`src/u8sd_pkg.sv`:
```
// u8sd_pkg: shared types and constants of the utf8 stream decoder
// used by every module of the decoder; depends on nothing

package u8sd_pkg;

    localparam int unsigned QDEPTH = 4;
    localparam int unsigned QAW    = 2;

    localparam logic [20:0] CP_REPLACEMENT = 21'h00FFFD;
    localparam logic [7:0]  LEAD2_LO       = 8'hC2;
    localparam logic [7:0]  LEAD2_HI       = 8'hDF;
    localparam logic [7:0]  LEAD3_LO       = 8'hE0;
    localparam logic [7:0]  LEAD3_HI       = 8'hEF;
    localparam logic [7:0]  LEAD4_LO       = 8'hF0;
    localparam logic [7:0]  LEAD4_HI       = 8'hF4;
    localparam logic [7:0]  MIN_AFTER_E0   = 8'hA0;
    localparam logic [7:0]  MIN_AFTER_F0   = 8'h90;
    localparam logic [7:0]  MAX_AFTER_F4   = 8'h8F;
    localparam logic [7:0]  CONT_MASK      = 8'hC0;
    localparam logic [7:0]  CONT_TAG       = 8'h80;
    localparam logic [7:0]  PAYLOAD_MASK   = 8'h3F;
    localparam logic [7:0]  ASCII_LIMIT    = 8'h80;

    typedef struct packed {
        logic [7:0] in_byte;
        logic       end_of_text;
    } t_in_word;

    typedef struct packed {
        logic [20:0] code_point;
        logic        well_formed;
        logic [2:0]  bytes_used;
        logic        run_last;
    } t_out_word;

    // results of one byte: pre replacements, optional middle result, then the rest
    typedef struct packed {
        logic [1:0]  pre;
        logic        has_mid;
        logic [20:0] mid_cp;
        logic        mid_wf;
        logic [2:0]  mid_used;
        logic [2:0]  count;
    } t_group;

    typedef struct packed {
        logic full;
        logic empty;
    } t_q_status;

endpackage

```
`src/utf8_stream_decoder.sv`:
```
// utf8_stream_decoder: top level of the streaming utf-8 (wtf-8) decoder
// depends on u8sd_pkg, u8sd_front, u8sd_queue, u8sd_back
//
// Input channel: one byte per word with an end-of-text flag, taken when
// i_in_valid is high and o_in_stall is low. Output channel: one code point per
// word with well_formed, bytes_used and run_last, taken when o_out_valid is
// high and i_out_stall is low; run_last marks the last word caused by a byte.
// A byte gives 0 to 4 words: held bytes of a broken or unfinished sequence come
// out as U+FFFD replacements, one per byte, ahead of the byte's own result.
// Throughput: one byte per cycle while each byte gives at most one word and the
// receiver does not stall; the output register sends one word per cycle, so the
// words of one byte leave in turn. A four-entry group queue between the byte
// classifier and the word expander absorbs these runs; o_in_stall rises when it
// is full. A byte's first word passes the group queue and the output register.
// Reset (synchronous, active low) clears the open sequence, the queue and the
// output register. When the receiver stalls, the output word holds, the queue
// fills and then the input is stalled; nothing is dropped.

module utf8_stream_decoder (
    input  logic                i_clk,
    input  logic                i_rst_n,
    input  logic                i_in_valid,
    output logic                o_in_stall,
    input  u8sd_pkg::t_in_word  i_in_word,
    output logic                o_out_valid,
    input  logic                i_out_stall,
    output u8sd_pkg::t_out_word o_out_word
);

    u8sd_pkg::t_q_status q_status;
    u8sd_pkg::t_group    grp;
    u8sd_pkg::t_group    head;
    logic                grp_valid;
    logic                in_accept;
    logic                pop;

    assign o_in_stall = q_status.full;
    assign in_accept  = i_in_valid && !q_status.full;

    u8sd_front u_front (
        .i_clk       (i_clk),
        .i_rst_n     (i_rst_n),
        .i_accept    (in_accept),
        .i_word      (i_in_word),
        .o_grp_valid (grp_valid),
        .o_grp       (grp)
    );

    u8sd_queue u_queue (
        .i_clk    (i_clk),
        .i_rst_n  (i_rst_n),
        .i_push   (grp_valid),
        .i_grp    (grp),
        .i_pop    (pop),
        .o_head   (head),
        .o_status (q_status)
    );

    u8sd_back u_back (
        .i_clk       (i_clk),
        .i_rst_n     (i_rst_n),
        .i_head      (head),
        .i_status    (q_status),
        .o_pop       (pop),
        .i_out_stall (i_out_stall),
        .o_out_valid (o_out_valid),
        .o_out_word  (o_out_word)
    );

endmodule

```
`src/u8sd_front.sv`:
```
// u8sd_front: sequence tracking and classification of input bytes
// depends on u8sd_pkg; emits one result group per byte that gives results

module u8sd_front (
    input  logic              i_clk,
    input  logic              i_rst_n,
    input  logic              i_accept,
    input  u8sd_pkg::t_in_word i_word,
    output logic              o_grp_valid,
    output u8sd_pkg::t_group  o_grp
);

    logic [1:0]  r_held, n_held;
    logic [1:0]  r_need, n_need;
    logic [7:0]  r_lead, n_lead;
    logic [20:0] r_bits, n_bits;

    always_comb begin
        logic [7:0]  b;
        logic        cont_ok;
        logic [20:0] ext_bits;
        logic [2:0]  total;
        logic [1:0]  post;
        logic        opened;
        b        = i_word.in_byte;
        n_held   = r_held;
        n_need   = r_need;
        n_lead   = r_lead;
        n_bits   = r_bits;
        post     = 2'd0;
        opened   = 1'b0;
        o_grp    = '0;
        cont_ok  = (b & u8sd_pkg::CONT_MASK) == u8sd_pkg::CONT_TAG;
        if (r_held == 2'd1) begin
            if (r_lead == u8sd_pkg::LEAD3_LO && b < u8sd_pkg::MIN_AFTER_E0) cont_ok = 1'b0;
            if (r_lead == u8sd_pkg::LEAD4_LO && b < u8sd_pkg::MIN_AFTER_F0) cont_ok = 1'b0;
            if (r_lead == u8sd_pkg::LEAD4_HI && b > u8sd_pkg::MAX_AFTER_F4) cont_ok = 1'b0;
        end
        ext_bits = {r_bits[14:0], b[5:0]};
        total    = {1'b0, r_held} + 3'd1;
        if (r_held != 2'd0 && cont_ok) begin
            if (total == {1'b0, r_need} + 3'd1) begin
                o_grp.has_mid  = 1'b1;
                o_grp.mid_cp   = ext_bits;
                o_grp.mid_wf   = 1'b1;
                o_grp.mid_used = total;
                n_held = 2'd0;
                n_need = 2'd0;
                n_lead = 8'd0;
                n_bits = 21'd0;
            end else begin
                n_held = total[1:0];
                n_bits = ext_bits;
            end
        end else begin
            o_grp.pre = r_held;
            n_held = 2'd0;
            n_need = 2'd0;
            n_lead = 8'd0;
            n_bits = 21'd0;
            if (b < u8sd_pkg::ASCII_LIMIT) begin
                o_grp.has_mid  = 1'b1;
                o_grp.mid_cp   = {13'd0, b};
                o_grp.mid_wf   = 1'b1;
                o_grp.mid_used = 3'd1;
            end else if (b >= u8sd_pkg::LEAD2_LO && b <= u8sd_pkg::LEAD2_HI) begin
                opened = 1'b1;
                n_need = 2'd1;
                n_bits = {16'd0, b[4:0]};
            end else if (b >= u8sd_pkg::LEAD3_LO && b <= u8sd_pkg::LEAD3_HI) begin
                opened = 1'b1;
                n_need = 2'd2;
                n_bits = {17'd0, b[3:0]};
            end else if (b >= u8sd_pkg::LEAD4_LO && b <= u8sd_pkg::LEAD4_HI) begin
                opened = 1'b1;
                n_need = 2'd3;
                n_bits = {18'd0, b[2:0]};
            end else begin
                o_grp.has_mid  = 1'b1;
                o_grp.mid_cp   = u8sd_pkg::CP_REPLACEMENT;
                o_grp.mid_wf   = 1'b0;
                o_grp.mid_used = 3'd1;
            end
            if (opened) begin
                n_held = 2'd1;
                n_lead = b;
            end
        end
        // open sequence at end of text flushes one replacement per held byte
        if (i_word.end_of_text && n_held != 2'd0) begin
            post   = n_held;
            n_held = 2'd0;
            n_need = 2'd0;
            n_lead = 8'd0;
            n_bits = 21'd0;
        end
        o_grp.count = {1'b0, o_grp.pre} + {2'b0, o_grp.has_mid} + {1'b0, post};
        o_grp_valid = i_accept && (o_grp.count != 3'd0);
    end

    always_ff @(posedge i_clk) begin
        if (!i_rst_n) begin
            r_held <= 2'd0;
            r_need <= 2'd0;
            r_lead <= 8'd0;
            r_bits <= 21'd0;
        end else if (i_accept) begin
            r_held <= n_held;
            r_need <= n_need;
            r_lead <= n_lead;
            r_bits <= n_bits;
        end
    end

endmodule

```
`src/u8sd_queue.sv`:
```
// u8sd_queue: short register queue of result groups between front and back
// depends on u8sd_pkg

module u8sd_queue (
    input  logic                i_clk,
    input  logic                i_rst_n,
    input  logic                i_push,
    input  u8sd_pkg::t_group    i_grp,
    input  logic                i_pop,
    output u8sd_pkg::t_group    o_head,
    output u8sd_pkg::t_q_status o_status
);

    u8sd_pkg::t_group r_mem [u8sd_pkg::QDEPTH];

    logic [u8sd_pkg::QAW-1:0] r_wr, r_rd;
    logic [u8sd_pkg::QAW:0]   r_cnt, n_cnt;

    always_comb begin
        n_cnt = r_cnt;
        if (i_push && !i_pop) n_cnt = r_cnt + 1'b1;
        if (!i_push && i_pop) n_cnt = r_cnt - 1'b1;
    end

    always_ff @(posedge i_clk) begin
        if (i_push) r_mem[r_wr] <= i_grp;
    end

    always_ff @(posedge i_clk) begin
        if (!i_rst_n) begin
            r_wr  <= '0;
            r_rd  <= '0;
            r_cnt <= '0;
        end else begin
            if (i_push) r_wr <= r_wr + 1'b1;
            if (i_pop) r_rd <= r_rd + 1'b1;
            r_cnt <= n_cnt;
        end
    end

    assign o_head         = r_mem[r_rd];
    assign o_status.full  = r_cnt == (u8sd_pkg::QAW + 1)'(u8sd_pkg::QDEPTH);
    assign o_status.empty = r_cnt == '0;

endmodule

```
`src/u8sd_back.sv`:
```
// u8sd_back: expands queued result groups into words and holds the output register
// depends on u8sd_pkg

module u8sd_back (
    input  logic                i_clk,
    input  logic                i_rst_n,
    input  u8sd_pkg::t_group    i_head,
    input  u8sd_pkg::t_q_status i_status,
    output logic                o_pop,
    input  logic                i_out_stall,
    output logic                o_out_valid,
    output u8sd_pkg::t_out_word o_out_word
);

    logic [1:0]          r_idx;
    logic                r_valid;
    u8sd_pkg::t_out_word r_word, n_word;
    logic                load;
    logic                is_mid;
    logic                is_last;

    assign load    = !i_status.empty && (!r_valid || !i_out_stall);
    assign is_mid  = i_head.has_mid && (r_idx == i_head.pre);
    assign is_last = {1'b0, r_idx} == (i_head.count - 3'd1);
    assign o_pop   = load && is_last;

    always_comb begin
        n_word.code_point  = is_mid ? i_head.mid_cp   : u8sd_pkg::CP_REPLACEMENT;
        n_word.well_formed = is_mid ? i_head.mid_wf   : 1'b0;
        n_word.bytes_used  = is_mid ? i_head.mid_used : 3'd1;
        n_word.run_last    = is_last;
    end

    always_ff @(posedge i_clk) begin
        if (!i_rst_n) begin
            r_idx   <= 2'd0;
            r_valid <= 1'b0;
        end else begin
            if (load) begin
                r_idx   <= is_last ? 2'd0 : r_idx + 2'd1;
                r_valid <= 1'b1;
            end else if (!i_out_stall) begin
                r_valid <= 1'b0;
            end
        end
    end

    always_ff @(posedge i_clk) begin
        if (load) r_word <= n_word;
    end

    assign o_out_valid = r_valid;
    assign o_out_word  = r_word;

endmodule

```
`config.mk`:
```
export PLATFORM = sky130hd
export DESIGN_NAME = utf8_stream_decoder
export DESIGN_NICKNAME = d
export VERILOG_FILES = /design/src/u8sd_pkg.sv /design/src/utf8_stream_decoder.sv /design/src/u8sd_front.sv /design/src/u8sd_queue.sv /design/src/u8sd_back.sv
export SDC_FILE = /design/constraint.sdc
export NUM_CORES = 1
export LEC_CHECK = 0
export ABC_AREA = 1
export BUFFER_PORTS_ARGS = -buffer_cell sky130_fd_sc_hd__buf_2
export CORE_ASPECT_RATIO = 1.4
export CORE_MARGIN = 8
export CORE_UTILIZATION = 30
export DETAILED_ROUTE_END_ITERATION = 10
export REMOVE_ABC_BUFFERS = 1
export SLEW_MARGIN = 40
export SYNTH_ARGS = -nofsm -noshare
export SYNTH_HDL_FRONTEND = slang
export SYNTH_HIERARCHICAL = 1
export SYNTH_SLANG_ARGS = --single-unit
```
`constraint.sdc`:
```
create_clock -name i_clk -period 7.2 [get_ports i_clk]
set_input_delay 0.36 -clock i_clk [delete_from_list [all_inputs] [get_ports i_clk]]
set_output_delay 0.36 -clock i_clk [all_outputs]
set_load 0.01 [all_outputs]
```
==> impl_metrics.yaml <==
run_status:
  status: "complete, no violations"
clocking:
  clk_latency_ps: 430
  path_clk_slew_ps: 60
  cts_tree: "done"
  htreeDepth: 4
  cts_made_buffers: 17
  postCtsSetupBuffers: 0
  cts.sinks: 189
  clockBufferDepth: 2
  ctsHoldBuffers: 0
  root_buffer: "clkbuf_16"
  cts_resized: 0
setup_path:
  setup.worst_path.start_class: "register"
  endpoint_kind: "register"
  reg2reg_from: "u_front/r_held[0]"
  worstSetupPathType: "reg2reg"
  r2r_setup_slack_ps: 2630
  critical_path_arrival_ps: 4690
  r2r_cells: 18
  path_max_fanout: 17
  timing.rr.end: "u_queue/r_mem[0][10]"
  cp_data_required_time_ps: 7320
logic_synthesis:
  synth_area_leaders: "edfxtp_1 56%, dfxtp_1 9.7%, nand2_1 5.2%, nor2_1 5.0%, inv_1 3.6%"
  synth_edf_count: 150
  ys_seq_area_share_pct: 65.35
  synth_warnings: 6
  synth_cell_type_count: 35
  synth_seq_cells: 189
  yosysTopAreaCell: "edfxtp_1"
  synthArstFlopShare_pct: 0
  synth.most_common_cell: "edfxtp_1"
  netlist_top_cells_count: "150 x edfxtp_1, 112 x nand2_1, 108 x nor2_1"
  syn_area_per_cell_sq_um: 10.84
  synthFlopType: "edfxtp_1"
  syn-instance-count: 746
  synth_area_sq_um: 8088
  synth_top_area_share_pct: 55.69
placed_design:
  dp_hpwl_um: 11340
  gp_congestion: 0.8791
  port-buffer-count: 40
timing:
  fin_crit_ps: 4574
  slew_viol_final: 0
  finalSetupViolCount: 0
  max_slew_margin_pct: 49.49
  tightest_slew_ps: 756.8
  finalCritPeriodShare_pct: 63.53
  rsz0062_at_grt: "false"
  tns_ps: 0
  clock_skew_ps: 10.16
  hold_viol_final: 0
  clock.fmax_mhz: 218.6
min_path:
  min_from: "i_out_stall"
  holdPathEnd: "u_back/o_out_valid"
  holdPathStages: 3
  min_path_type: "in2reg"
grt:
  grt_pass1_wl_um: 27270
  grt_pass1_vias: 5187
  grt_max_degree: 63
  track_usage_pct: 10.71
  antenna_found_initial: 0
  overflow: 0
die:
  start_util_pct: 30.25
  num_rows: 71
  ios: 41
  die-area_sq_um: 32540
  fp.dieW_um: 154.8
  core_sq_um: 26740
  die-height_um: 210.3
cells_and_area:
  diodes: 0
  areaGrowthSynthToFinish_pct: 13.86
  drive_gt1_share_pct: 13.71
  num-nets-final: 808
  final_util_pct: 34.44
drt:
  finalWirelength_um: 17070
  final_antenna_net_count: 0
  first_pass_iters: 5
  drt-initial-drc-count: 401
  route.detailed.drc: 0
  routed_via_density: 4.572
  via_count: 5304
  avgRoutedWirePerCell_um: 14.71
power:
  peakVddDrop_mv: 0.1564
  leakagePower_nw: 3.442
  power_density_nw_per_um2: 314.6
job:
  max-cap-violations: 0
-- final cells by class --
type                    count  area, sq um
repair buffers             48        267.8
clock buffers              19        432.9
well taps                 365        456.7
clock inverters            13        187.7
flip-flops and latches    189         5286
fillers                  2694        17530
inverters                  87        334.1
multi-input cells         439         2243
-- layer usage --
metal	wire, um	track usage [%]
met4	256	4.100
met5	0	0
met2	8708	19.02
met3	545	2.111
met1	7556	12.52
-- worst max-delay path, cell delays in order (launching register included) --
cell	delay, ps
dfxtp_1	410
inv_1	110
ha_1	340
inv_1	70
nand2_1	50
nand2_1	50
nand3_1	150
inv_1	140
nor2_2	490
nor2_1	230
fa_1	400
inv_1	70
fa_1	400
inv_1	130
o31ai_1	80
inv_1	130
nand2_1	60
inv_1	550
buf_4	370
-- per-stage QoR --
stage	instances	setup WS (ps)	hold slack, ps	power, mW	cell area (sq um)
after floorplan	715	3034	411.5	1.744	7846
after global placement	1127	2485	428.3	1.936	8568
after detailed placement	1128	2388	429.9	1.955	8583
after CTS	1160	2335	205.1	2.942	9204
after global routing	1160	2251	221.6	3.051	9209
final	1160	2626	224.5	2.897	9209
-- power breakdown --
group | total (mW) | internal [mW] | leakage (nW) | switching [mW]
logic | 0.525 | 0.160 | 1.46 | 0.365
clock network | 0.983 | 0.583 | 0.296 | 0.400
registers | 1.39 | 1.34 | 1.69 | 0.0540
-- layout by cell type (no fill, tap or decap), types with 2 or more instances in the layout --
| cell | instances |
|---|---|
| edfxtp_1 | 150 |
| nand2_1 | 112 |
| nor2_1 | 106 |
| inv_1 | 78 |
| buf_2 | 40 |
| o21ai_0 | 39 |
| dfxtp_1 | 38 |
| o21ai_1 | 37 |
| a21oi_1 | 31 |
| o22ai_1 | 31 |
| nand3_1 | 23 |
| clkbuf_16 | 17 |
| nand4_1 | 13 |
| ha_1 | 10 |
| inv_2 | 7 |
| buf_4 | 7 |
| nand2_4 | 5 |
| nor3_1 | 5 |
| nor2_2 | 4 |
| bufinv_16 | 4 |
| nor2_4 | 4 |
| clkinv_4 | 3 |
| nand2_2 | 3 |
| fa_1 | 3 |
| inv_6 | 2 |
| clkinvlp_4 | 2 |
| clkbuf_1 | 2 |
| clkinv_1 | 2 |
| xnor2_1 | 2 |
| nand3_2 | 2 |
| nand2_8 | 2 |
-- logic make-up after synthesis --
group / count (synthesis) / synth area share [%]
AO/OA/AOI/OAI: 143 / 9.468
AND/OR/NAND/NOR: 280 / 15.45
XOR/XNOR: 3 / 0.3249
buffers and inverters: 118 / 7.116
adder cells (fa/ha/maj): 13 / 2.290
flip-flops: 189 / 65.35
-- worst max-delay path by stage --
stage / cells after the start / to / startpoint
after floorplan: 17 / u_queue/r_mem[0][0] / u_front/r_held[0]
after global placement: 18 / u_queue/r_mem[0][11] / u_front/r_held[0]
after detailed placement: 18 / u_queue/r_mem[0][11] / u_front/r_held[0]
after CTS: 18 / u_queue/r_mem[0][11] / u_front/r_held[0]
after global routing: 18 / u_queue/r_mem[0][11] / u_front/r_held[0]
final: 18 / u_queue/r_mem[0][10] / u_front/r_held[0]
-- sequential cells by signal, summed over array words and instances (netlist names), named ones only --
| register | count |
|---|---|
| u_queue/r_rd | 2 |
| u_back/o_out_word | 26 |
| u_front/r_need | 2 |
| u_queue/r_mem | 124 |
| u_back/r_idx | 2 |
| u_queue/r_cnt | 3 |
| u_front/r_held | 2 |
| u_queue/r_wr | 2 |
| u_front/r_lead | 8 |
| u_front/r_bits | 15 |
| u_back/o_out_valid | 1 |
Power figures use the tool's default switching activity.
